--- config.mk ---
export PLATFORM = sky130hd
export DESIGN_NAME = utf8_style_integer_codec_unit
export DESIGN_NICKNAME = d
export VERILOG_FILES = /design/src/rtl/ucodec_pkg.sv /design/src/rtl/utf8_style_integer_codec_unit.sv /design/src/rtl/ucodec_dp.sv
export VERILOG_INCLUDE_DIRS = /design/src /design/src/rtl
export SDC_FILE = /design/constraint.sdc
export NUM_CORES = 1
export LEC_CHECK = 0
export ABC_AREA = 1
export BUFFER_PORTS_ARGS = -buffer_cell sky130_fd_sc_hd__buf_2
export CORE_AREA = 2 2 129 131
export DETAILED_ROUTE_END_ITERATION = 7
export DIE_AREA = 0 0 131 133
export MAX_ROUTING_LAYER = met4
export PLACE_DENSITY = 0.82
export SLEW_MARGIN = 15
export SYNTH_ARGS = -nofsm -noshare
export SYNTH_HDL_FRONTEND = slang
export SYNTH_SLANG_ARGS = --single-unit
--- constraint.sdc ---
create_clock -name clk -period 8.1 [get_ports clk]
set_input_delay 0.81 -clock clk [delete_from_list [all_inputs] [get_ports clk]]
set_output_delay 0.81 -clock clk [all_outputs]
set_load 0.01 [all_outputs]
--- src/rtl/assert_macros.svh ---
// ----------------------------------------------------------------------------
// assert_macros.svh
// Assertion macros for the variable-length integer codec.
// ----------------------------------------------------------------------------
`ifndef ASSERT_MACROS_SVH
`define ASSERT_MACROS_SVH

`ifndef NO_ASSERTIONS

// same-cycle implication
`define ASSERT_IMPLIES(label, clk, rst_n, ante, cons) \
	label: assert property (@(posedge clk) disable iff (!rst_n) (ante) |-> (cons)) \
		else $error("assertion failed: same-cycle implication");

// next-cycle implication
`define ASSERT_NEXT(label, clk, rst_n, ante, cons) \
	label: assert property (@(posedge clk) disable iff (!rst_n) (ante) |=> (cons)) \
		else $error("assertion failed: next-cycle implication");

`else

`define ASSERT_IMPLIES(label, clk, rst_n, ante, cons)
`define ASSERT_NEXT(label, clk, rst_n, ante, cons)

`endif

`endif

--- src/rtl/ucodec_pkg.sv ---
// ----------------------------------------------------------------------------
// ucodec_pkg
// Shared constants, codes, control struct and helpers of the integer codec.
// ----------------------------------------------------------------------------
`default_nettype none

package ucodec_pkg;

	localparam int MAX_BYTES   = 6;
	localparam int CHUNK_W     = 6;
	localparam int WORK_W      = CHUNK_W * MAX_BYTES;
	localparam int VAL_W       = 5 * MAX_BYTES + 1;
	localparam int VALUE_IN_W  = 42;
	localparam int VALUE_OUT_W = 31;
	localparam int BYTE_W      = 8;
	localparam int LEN_W       = 3;

	typedef logic [1:0] kind_t;
	localparam kind_t KIND_BYTE  = 2'd0;
	localparam kind_t KIND_VALUE = 2'd1;
	localparam kind_t KIND_ERROR = 2'd2;

	typedef logic [1:0] err_t;
	localparam err_t ERR_NONE   = 2'd0;
	localparam err_t ERR_RANGE  = 2'd1;
	localparam err_t ERR_HEADER = 2'd2;
	localparam err_t ERR_CONT   = 2'd3;

	typedef struct packed {
		logic enc_load;
		logic enc_step;
		logic dec_load;
		logic dec_step;
		logic dec_clear;
	} ucodec_ctl_t;

	// number of bytes for a value of at least 128
	function automatic logic [LEN_W-1:0] enc_len(input logic [VAL_W-1:0] v);
		logic [LEN_W-1:0] k;
		k = LEN_W'(MAX_BYTES);
		for (int i = MAX_BYTES - 1; i >= 2; i--) begin
			if ((v >> (5 * i + 1)) == '0)
				k = LEN_W'(i);
		end
		return k;
	endfunction

	function automatic logic [3:0] lead_ones(input logic [BYTE_W-1:0] b);
		logic [3:0] n;
		logic       stop;
		n    = 4'd0;
		stop = 1'b0;
		for (int i = BYTE_W - 1; i >= 0; i--) begin
			if (!stop && b[i])
				n = n + 4'd1;
			else
				stop = 1'b1;
		end
		return n;
	endfunction

	function automatic logic [BYTE_W-1:0] hdr_mask(input logic [LEN_W-1:0] k);
		logic [BYTE_W-1:0] ones;
		ones = '1;
		return BYTE_W'(ones << (BYTE_W - int'(k)));
	endfunction

	// left-align a value so that its first chunk sits at the top of the word
	function automatic logic [WORK_W-1:0] align(input logic [VAL_W-1:0] v,
			input logic [LEN_W-1:0] k);
		logic [WORK_W-1:0] w;
		w = WORK_W'(v);
		return w << (CHUNK_W * (MAX_BYTES - int'(k)));
	endfunction

endpackage

`default_nettype wire

--- src/rtl/utf8_style_integer_codec_unit.sv ---
// ----------------------------------------------------------------------------
// utf8_style_integer_codec_unit
// Encoder and byte-wise decoder for integers in the six-byte UTF-8 layout.
// ----------------------------------------------------------------------------
// Input channel (in_valid/in_stall): operation selects encode of value or
// decode of byte_in. Output channel (out_valid/out_stall): one transaction
// per result, with kind, payload fields and last on the final result of an
// input transaction.
// The block takes one input transaction at a time; in_stall is high while it
// works. A decode byte is accepted, then takes one sequencer step, and
// gives at most one result. An encode of a k-byte code (k = 1..6) is
// accepted, then the sequencer emits one byte per cycle by stepping the work
// word through the shared six-bit shift unit, header first. A range error
// gives a single result.
// Each sequencer step waits until the output register is free, so a stall
// on the output simply holds the step and the block stays busy.
// Reset clears the decoder to waiting for a header, drops out_valid and
// returns the sequencer to idle. Encoding never disturbs a partial decode.
// ----------------------------------------------------------------------------
`default_nettype none

`include "assert_macros.svh"

module utf8_style_integer_codec_unit (
	input  wire logic                                clk,
	input  wire logic                                arst_n,
	input  wire logic                                in_valid,
	output logic                                     in_stall,
	input  wire logic                                operation,
	input  wire logic [ucodec_pkg::VALUE_IN_W-1:0]   value,
	input  wire logic [ucodec_pkg::BYTE_W-1:0]       byte_in,
	output logic                                     out_valid,
	input  wire logic                                out_stall,
	output logic      [1:0]                          kind,
	output logic      [ucodec_pkg::BYTE_W-1:0]       byte_out,
	output logic      [ucodec_pkg::VALUE_OUT_W-1:0]  value_out,
	output logic      [ucodec_pkg::LEN_W-1:0]        byte_count,
	output logic      [1:0]                          error_code,
	output logic      [2:0]                          error_position,
	output logic                                     last
);
	import ucodec_pkg::*;

	typedef enum logic {ST_IDLE, ST_RUN} state_t;

	state_t               state_q;
	logic                 op_q;
	logic [BYTE_W-1:0]    byte_q;
	logic                 enc_err_q;
	logic [LEN_W-1:0]     enc_k_q;
	logic [LEN_W-1:0]     idx_q;
	logic [LEN_W-1:0]     rem_q;
	logic [LEN_W-1:0]     seq_q;

	logic                 out_valid_q;
	kind_t                kind_q;
	logic [BYTE_W-1:0]    byte_out_q;
	logic [VALUE_OUT_W-1:0] value_out_q;
	logic [LEN_W-1:0]     byte_count_q;
	err_t                 error_code_q;
	logic [2:0]           error_pos_q;
	logic                 last_q;

	ucodec_ctl_t          ctl;
	logic [CHUNK_W-1:0]   chunk;
	logic [VAL_W-1:0]     acc_next;

	logic                 accept;
	logic                 out_free;
	logic                 one_byte;
	logic                 too_large;
	logic [LEN_W-1:0]     enc_k_new;
	logic [3:0]           n_ones;

	logic                 res_valid;
	kind_t                res_kind;
	logic [BYTE_W-1:0]    res_byte;
	logic [VALUE_OUT_W-1:0] res_value;
	logic [LEN_W-1:0]     res_count;
	err_t                 res_err;
	logic [2:0]           res_pos;
	logic                 done;
	logic [LEN_W-1:0]     rem_n;
	logic [LEN_W-1:0]     seq_n;

	assign in_stall  = (state_q != ST_IDLE);
	assign accept    = in_valid && !in_stall;
	assign out_free  = !out_valid_q || !out_stall;
	assign one_byte  = (value[VALUE_IN_W-1:7] == '0);
	assign too_large = |value[VALUE_IN_W-1:VAL_W];
	assign enc_k_new = one_byte ? LEN_W'(1) : enc_len(value[VAL_W-1:0]);
	assign n_ones    = lead_ones(byte_q);

	ucodec_dp u_dp (
		.clk      (clk),
		.arst_n   (arst_n),
		.ctl      (ctl),
		.value_in (value[VAL_W-1:0]),
		.enc_k    (enc_k_new),
		.byte_in  (byte_q),
		.chunk    (chunk),
		.acc_next (acc_next)
	);

	always_comb begin
		ctl          = '0;
		ctl.enc_load = accept && !operation;
		res_valid    = 1'b0;
		res_kind     = KIND_BYTE;
		res_byte     = '0;
		res_value    = '0;
		res_count    = '0;
		res_err      = ERR_NONE;
		res_pos      = '0;
		done         = 1'b0;
		rem_n        = rem_q;
		seq_n        = seq_q;
		if (state_q == ST_RUN && out_free) begin
			if (!op_q) begin
				res_valid = 1'b1;
				res_count = enc_k_q;
				if (enc_err_q) begin
					res_kind  = KIND_ERROR;
					res_err   = ERR_RANGE;
					res_count = '0;
					done      = 1'b1;
				end else if (enc_k_q == LEN_W'(1)) begin
					res_byte = {1'b0, byte_q[6:0]};
					done     = 1'b1;
				end else begin
					ctl.enc_step = 1'b1;
					if (idx_q == '0)
						res_byte = hdr_mask(enc_k_q) | BYTE_W'(chunk);
					else
						res_byte = {2'b10, chunk};
					done = (idx_q == enc_k_q - LEN_W'(1));
				end
			end else begin
				done = 1'b1;
				if (rem_q == '0) begin
					if (!byte_q[7]) begin
						res_valid = 1'b1;
						res_kind  = KIND_VALUE;
						res_value = VALUE_OUT_W'(byte_q);
						res_count = LEN_W'(1);
					end else if (n_ones >= 4'd7 || n_ones > 4'(MAX_BYTES)) begin
						res_valid = 1'b1;
						res_kind  = KIND_ERROR;
						res_err   = ERR_HEADER;
					end else if (n_ones == 4'd1) begin
						// lone continuation byte taken as a one-byte value
						res_valid = 1'b1;
						res_kind  = KIND_VALUE;
						res_value = VALUE_OUT_W'(byte_q[6:0]);
						res_count = LEN_W'(1);
					end else begin
						ctl.dec_load = 1'b1;
						seq_n        = LEN_W'(n_ones);
						rem_n        = LEN_W'(n_ones - 4'd1);
					end
				end else if (byte_q[7:6] != 2'b10) begin
					res_valid     = 1'b1;
					res_kind      = KIND_ERROR;
					res_err       = ERR_CONT;
					res_pos       = seq_q - rem_q;
					ctl.dec_clear = 1'b1;
					rem_n         = '0;
					seq_n         = '0;
				end else begin
					ctl.dec_step = 1'b1;
					rem_n        = rem_q - LEN_W'(1);
					if (rem_q == LEN_W'(1)) begin
						res_valid     = 1'b1;
						res_kind      = KIND_VALUE;
						res_value     = VALUE_OUT_W'(acc_next);
						res_count     = seq_q;
						ctl.dec_clear = 1'b1;
						seq_n         = '0;
					end
				end
			end
		end
	end

	always_ff @(posedge clk or negedge arst_n) begin
		if (!arst_n) begin
			state_q     <= ST_IDLE;
			op_q        <= 1'b0;
			enc_err_q   <= 1'b0;
			enc_k_q     <= '0;
			idx_q       <= '0;
			rem_q       <= '0;
			seq_q       <= '0;
			out_valid_q <= 1'b0;
		end else begin
			rem_q <= rem_n;
			seq_q <= seq_n;
			unique case (state_q)
				ST_IDLE: begin
					if (accept) begin
						state_q   <= ST_RUN;
						op_q      <= operation;
						enc_err_q <= too_large;
						enc_k_q   <= enc_k_new;
						idx_q     <= '0;
					end
				end
				ST_RUN: begin
					if (done)
						state_q <= ST_IDLE;
					if (ctl.enc_step)
						idx_q <= idx_q + LEN_W'(1);
				end
				default: state_q <= ST_IDLE;
			endcase
			if (res_valid)
				out_valid_q <= 1'b1;
			else if (!out_stall)
				out_valid_q <= 1'b0;
		end
	end

	always_ff @(posedge clk) begin
		if (accept)
			byte_q <= operation ? byte_in : value[BYTE_W-1:0];
		if (res_valid) begin
			kind_q       <= res_kind;
			byte_out_q   <= res_byte;
			value_out_q  <= res_value;
			byte_count_q <= res_count;
			error_code_q <= res_err;
			error_pos_q  <= res_pos;
			last_q       <= done;
		end
	end

	assign out_valid      = out_valid_q;
	assign kind           = kind_q;
	assign byte_out       = byte_out_q;
	assign value_out      = value_out_q;
	assign byte_count     = byte_count_q;
	assign error_code     = error_code_q;
	assign error_position = error_pos_q;
	assign last           = last_q;

	`ASSERT_IMPLIES(a_seq_covers_rem, clk, arst_n, rem_q != '0, seq_q > rem_q)
	`ASSERT_IMPLIES(a_error_is_last, clk, arst_n, out_valid_q && kind_q == KIND_ERROR, last_q)
	`ASSERT_IMPLIES(a_emit_index, clk, arst_n, state_q == ST_RUN && !op_q && idx_q != '0,
		enc_k_q >= LEN_W'(2) && idx_q < enc_k_q)

endmodule

`default_nettype wire

--- src/rtl/ucodec_dp.sv ---
// ----------------------------------------------------------------------------
// ucodec_dp
// Codec datapath: encode work word, decode accumulator and the one
// shift-and-insert unit that both of them step through.
// ----------------------------------------------------------------------------
`default_nettype none

module ucodec_dp (
	input  wire logic                            clk,
	input  wire logic                            arst_n,
	input  wire ucodec_pkg::ucodec_ctl_t         ctl,
	input  wire logic [ucodec_pkg::VAL_W-1:0]    value_in,
	input  wire logic [ucodec_pkg::LEN_W-1:0]    enc_k,
	input  wire logic [ucodec_pkg::BYTE_W-1:0]   byte_in,
	output logic      [ucodec_pkg::CHUNK_W-1:0]  chunk,
	output logic      [ucodec_pkg::VAL_W-1:0]    acc_next
);
	import ucodec_pkg::*;

	logic [WORK_W-1:0]  work_q;
	logic [VAL_W-1:0]   acc_q;
	logic [WORK_W-1:0]  sh_src;
	logic [CHUNK_W-1:0] sh_ins;
	logic [WORK_W-1:0]  sh_res;
	logic [BYTE_W-1:0]  hdr_payload;

	// shared unit: shift one chunk up and insert six new bits
	always_comb begin
		sh_src = ctl.dec_step ? WORK_W'(acc_q) : work_q;
		sh_ins = ctl.dec_step ? byte_in[CHUNK_W-1:0] : '0;
		sh_res = {sh_src[WORK_W-CHUNK_W-1:0], sh_ins};
	end

	assign acc_next    = sh_res[VAL_W-1:0];
	assign chunk       = work_q[WORK_W-1 -: CHUNK_W];
	assign hdr_payload = byte_in & (8'hFF >> lead_ones(byte_in));

	always_ff @(posedge clk) begin
		if (ctl.enc_load)
			work_q <= align(value_in, enc_k);
		else if (ctl.enc_step)
			work_q <= sh_res;
	end

	always_ff @(posedge clk or negedge arst_n) begin
		if (!arst_n) begin
			acc_q <= '0;
		end else if (ctl.dec_clear) begin
			acc_q <= '0;
		end else if (ctl.dec_load) begin
			acc_q <= VAL_W'(hdr_payload);
		end else if (ctl.dec_step) begin
			acc_q <= acc_next;
		end
	end

endmodule

`default_nettype wire
==> results_dict.tcl <==
set metrics [dict create \
    cts-root-buf "clkbuf_16" \
    holdCritPathClass "in -> async" \
    syn_area_mm2 0.00864 \
    syn_inst 1085 \
    drive_above_1_share 0.161 \
    cts_resized 0 \
    finalCritPeriodShare 0.698 \
    floorplan.io_pins 107 \
    setup_ws_ps 2450 \
    synth_seq_cells 140 \
    hold_buffers 0 \
    power_density_mw_per_mm2 304 \
    synth_cell_types 45 \
    yosys_warnings 0 \
    tritoncts "done" \
    synth_top_cell_by_area "edfxtp_1" \
    maxCapViolCount 0 \
    grt_pass1_vias 7496 \
    grt-ovfl-total 0 \
    wl_per_cell_um 17.6 \
    numCtsBuffers 17 \
    cp-startpoint "byte_q[6]" \
    slew_headroom 0.244 \
    firstDrtPassIters 6 \
    start_util 0.534 \
    required_ps 8470 \
    synth.top_cell.area_share 0.327 \
    nNetsFinal 1258 \
    cp-end-kind "flop" \
    die_h_um 133 \
    finalWeightedCongestion 0.982 \
    crit_end "u_dp.acc_q[22]" \
    r2r_setup_slack_ps 2450 \
    cts_setup_buffers 0 \
    ys_seq_area_frac 0.460 \
    grt_max_degree 51 \
    crit_arrival_ps 6020 \
    seq_area_mm2 0.00397 \
    min_period_ps 5650 \
    synth_fp_nets 1170 \
    final-max-slew-violation-count 0 \
    crit_type "reg -> reg" \
    setup_viol 0 \
    cp_slowest_cell "nor2_4" \
    r2r_end "u_dp.acc_q[22]" \
    final_cells 1407 \
    ant_nets 0 \
    start_kind "flop" \
    die_area_mm2 0.0174 \
    clk_pin_slew_ps 60 \
    hpwl_mm 18.2 \
    clock_skew_ps 10.6 \
    drc 0 \
    cp_max_fo 31 \
    routed_wl_mm 24.8 \
    avgSynthCellArea_um2 7.97 \
    antenna_found_initial 1 \
    clock_path_buffers 2 \
    slowest_delay_ps 570 \
    grt.total_usage 0.304 \
    vias 7907 \
    clk_latency_ps 430 \
    vdd_drop_max_mv 0.177 \
    status "finished clean" \
    r2r-start "byte_q[6]" \
    leakage_nw 4.60 \
    portBuffers 106 \
    r2r_cells 31 \
    clock-sinks 140 \
    fmax_mhz 177 \
    core_area_mm2 0.0162 \
    hold_viol_final 0 \
    multi_input_area_mm2 0.00404 \
    drt_first_iter_violations 863 \
    synth_ff_type "edfxtp_1" \
    async_flop_share 0.329 \
    place_ws_ps 2240 \
    syn_to_final_growth_pct 13.8 \
    synth_edf_count 94 \
    cp_common_cell "nand2_1" \
    h-tree-depth 4 \
    numPlacedInstances 1374 \
    synthTopCellsByArea "edfxtp_1 (33%), nand2_1 (14%), dfrtp_1 (13%)" \
    row_count 47 \
    worst_pin_slew_ps 1130 \
    rsz0062_at_grt "false" \
    grt_pass1_wl_mm 39.5 \
    fillers 1442 \
    avgViaCountPerCell 5.62 \
    power.total_mw 2.99 \
    fin_setup_tns_ps 0 \
    die_w_um 131 \
]
==> cells in the mapped netlist, types with 11 or more instances <==
cell type	instances
mux2i_1	15
edfxtp_1	94
nor3_1	15
o22ai_1	14
inv_1	99
nor2_1	102
a21oi_1	41
ha_1	27
buf_2	15
or2_2	11
o21ai_0	97
nand3_1	59
nand4_1	15
dfrtp_1	46
nand2_1	319
clkbuf_1	21
==> cell families (layout without fill, tap and decap cells) <==
group / count (synthesis) / count (layout) / synth area share
AO/OA/AOI/OAI: 182 / 182 / 0.114
flip-flops: 140 / 140 / 0.460
adder cells (fa/ha/maj): 30 / 30 / 0.0460
AND/OR/NAND/NOR: 553 / 553 / 0.280
multiplexers: 15 / 15 / 0.0174
XOR/XNOR: 9 / 9 / 0.00912
other: 1 / 2 / 0.000434
buffers and inverters: 155 / 256 / 0.0738
==> power breakdown <==
part           switching, mW  total (mW)  internal [mW]
combinational          0.760        1.09          0.329
sequential             0.102        1.19           1.08
clock                  0.312       0.712          0.399
==> per-stage QoR <==
stage | hold slack (ps) | cell area (um2) | utilization
2_1_floorplan | 442 | 8640 | -
3_3_place_gp | 457 | 9290 | 0.574
6_report | 479 | 9830 | 0.608
3_5_place_dp | 464 | 9290 | 0.574
5_1_grt | 500 | 9830 | 0.608
4_1_cts | 479 | 9820 | 0.608
==> worst min-delay path by stage <==
| stage | end | start | slack, ps |
|---|---|---|---|
| floorplan | seq_q[1] | seq_q[1] | 440 |
| global placement | seq_q[1] | seq_q[1] | 460 |
| detailed placement | u_dp.acc_q[0] | u_dp.acc_q[0] | 460 |
| CTS | u_dp.acc_q[0] | u_dp.acc_q[0] | 480 |
| global route | u_dp.acc_q[3] | u_dp.acc_q[3] | 500 |
| finish | u_dp.acc_q[24] | arst_n | 480 |
==> cells in the final DEF (no fill, tap or decap), drive strengths merged, types with 16 or more instances in the layout <==
cell	netlist	layout
nand2	332	332
buf	23	113
nor2	112	112
inv	104	107
o21ai	105	105
edfxtp	94	94
nand3	63	63
dfrtp	46	46
a21oi	41	41
ha	27	27
clkbuf	21	19
nand4	16	16
==> critical path, delay by kind of cell (launching register included) <==
kind          cells  cell delay (ps)
fa+ha+maj         7             1830
simple gates     20             2930
buf+inv           4              310
flops             1              490
==> metal layers <==
metal / vias up / track usage / share of wire
met5: - / - / 0
met4: 0 / 0.0946 / 0.025
met3: 65 / 0.0590 / 0.093
met2: 434 / 0.464 / 0.47
met1: 3623 / 0.412 / 0.41
li1: 3785 / - / -
==> flip-flops by register name, summed over array words and instances, names as in the netlist <==
| name | cells |
|---|---|
| last | 1 |
| byte_q | 8 |
| enc_k_q | 3 |
| error_position | 3 |
| u_dp.work_q | 36 |
| op_q | 1 |
| out_valid | 1 |
| byte_out | 8 |
| rem_q | 3 |
| seq_q | 3 |
| byte_count | 3 |
| error_code | 2 |
| enc_err_q | 1 |
| u_dp.acc_q | 30 |
| kind | 2 |
| in_stall | 1 |
| idx_q | 3 |
| value_out | 31 |
==> layout make-up <==
cell class	instances	share of cell area
Antenna cell	1	0.000255
Sequential cell	140	0.404
Multi-Input combinational cell	790	0.411
Inverter	111	0.0424
Timing Repair Buffer	113	0.0593
Tap cell	220	0.0280
Clock buffer	19	0.0450
Clock inverter	13	0.00954
No activity file was read; power rests on OpenSTA's default activity.
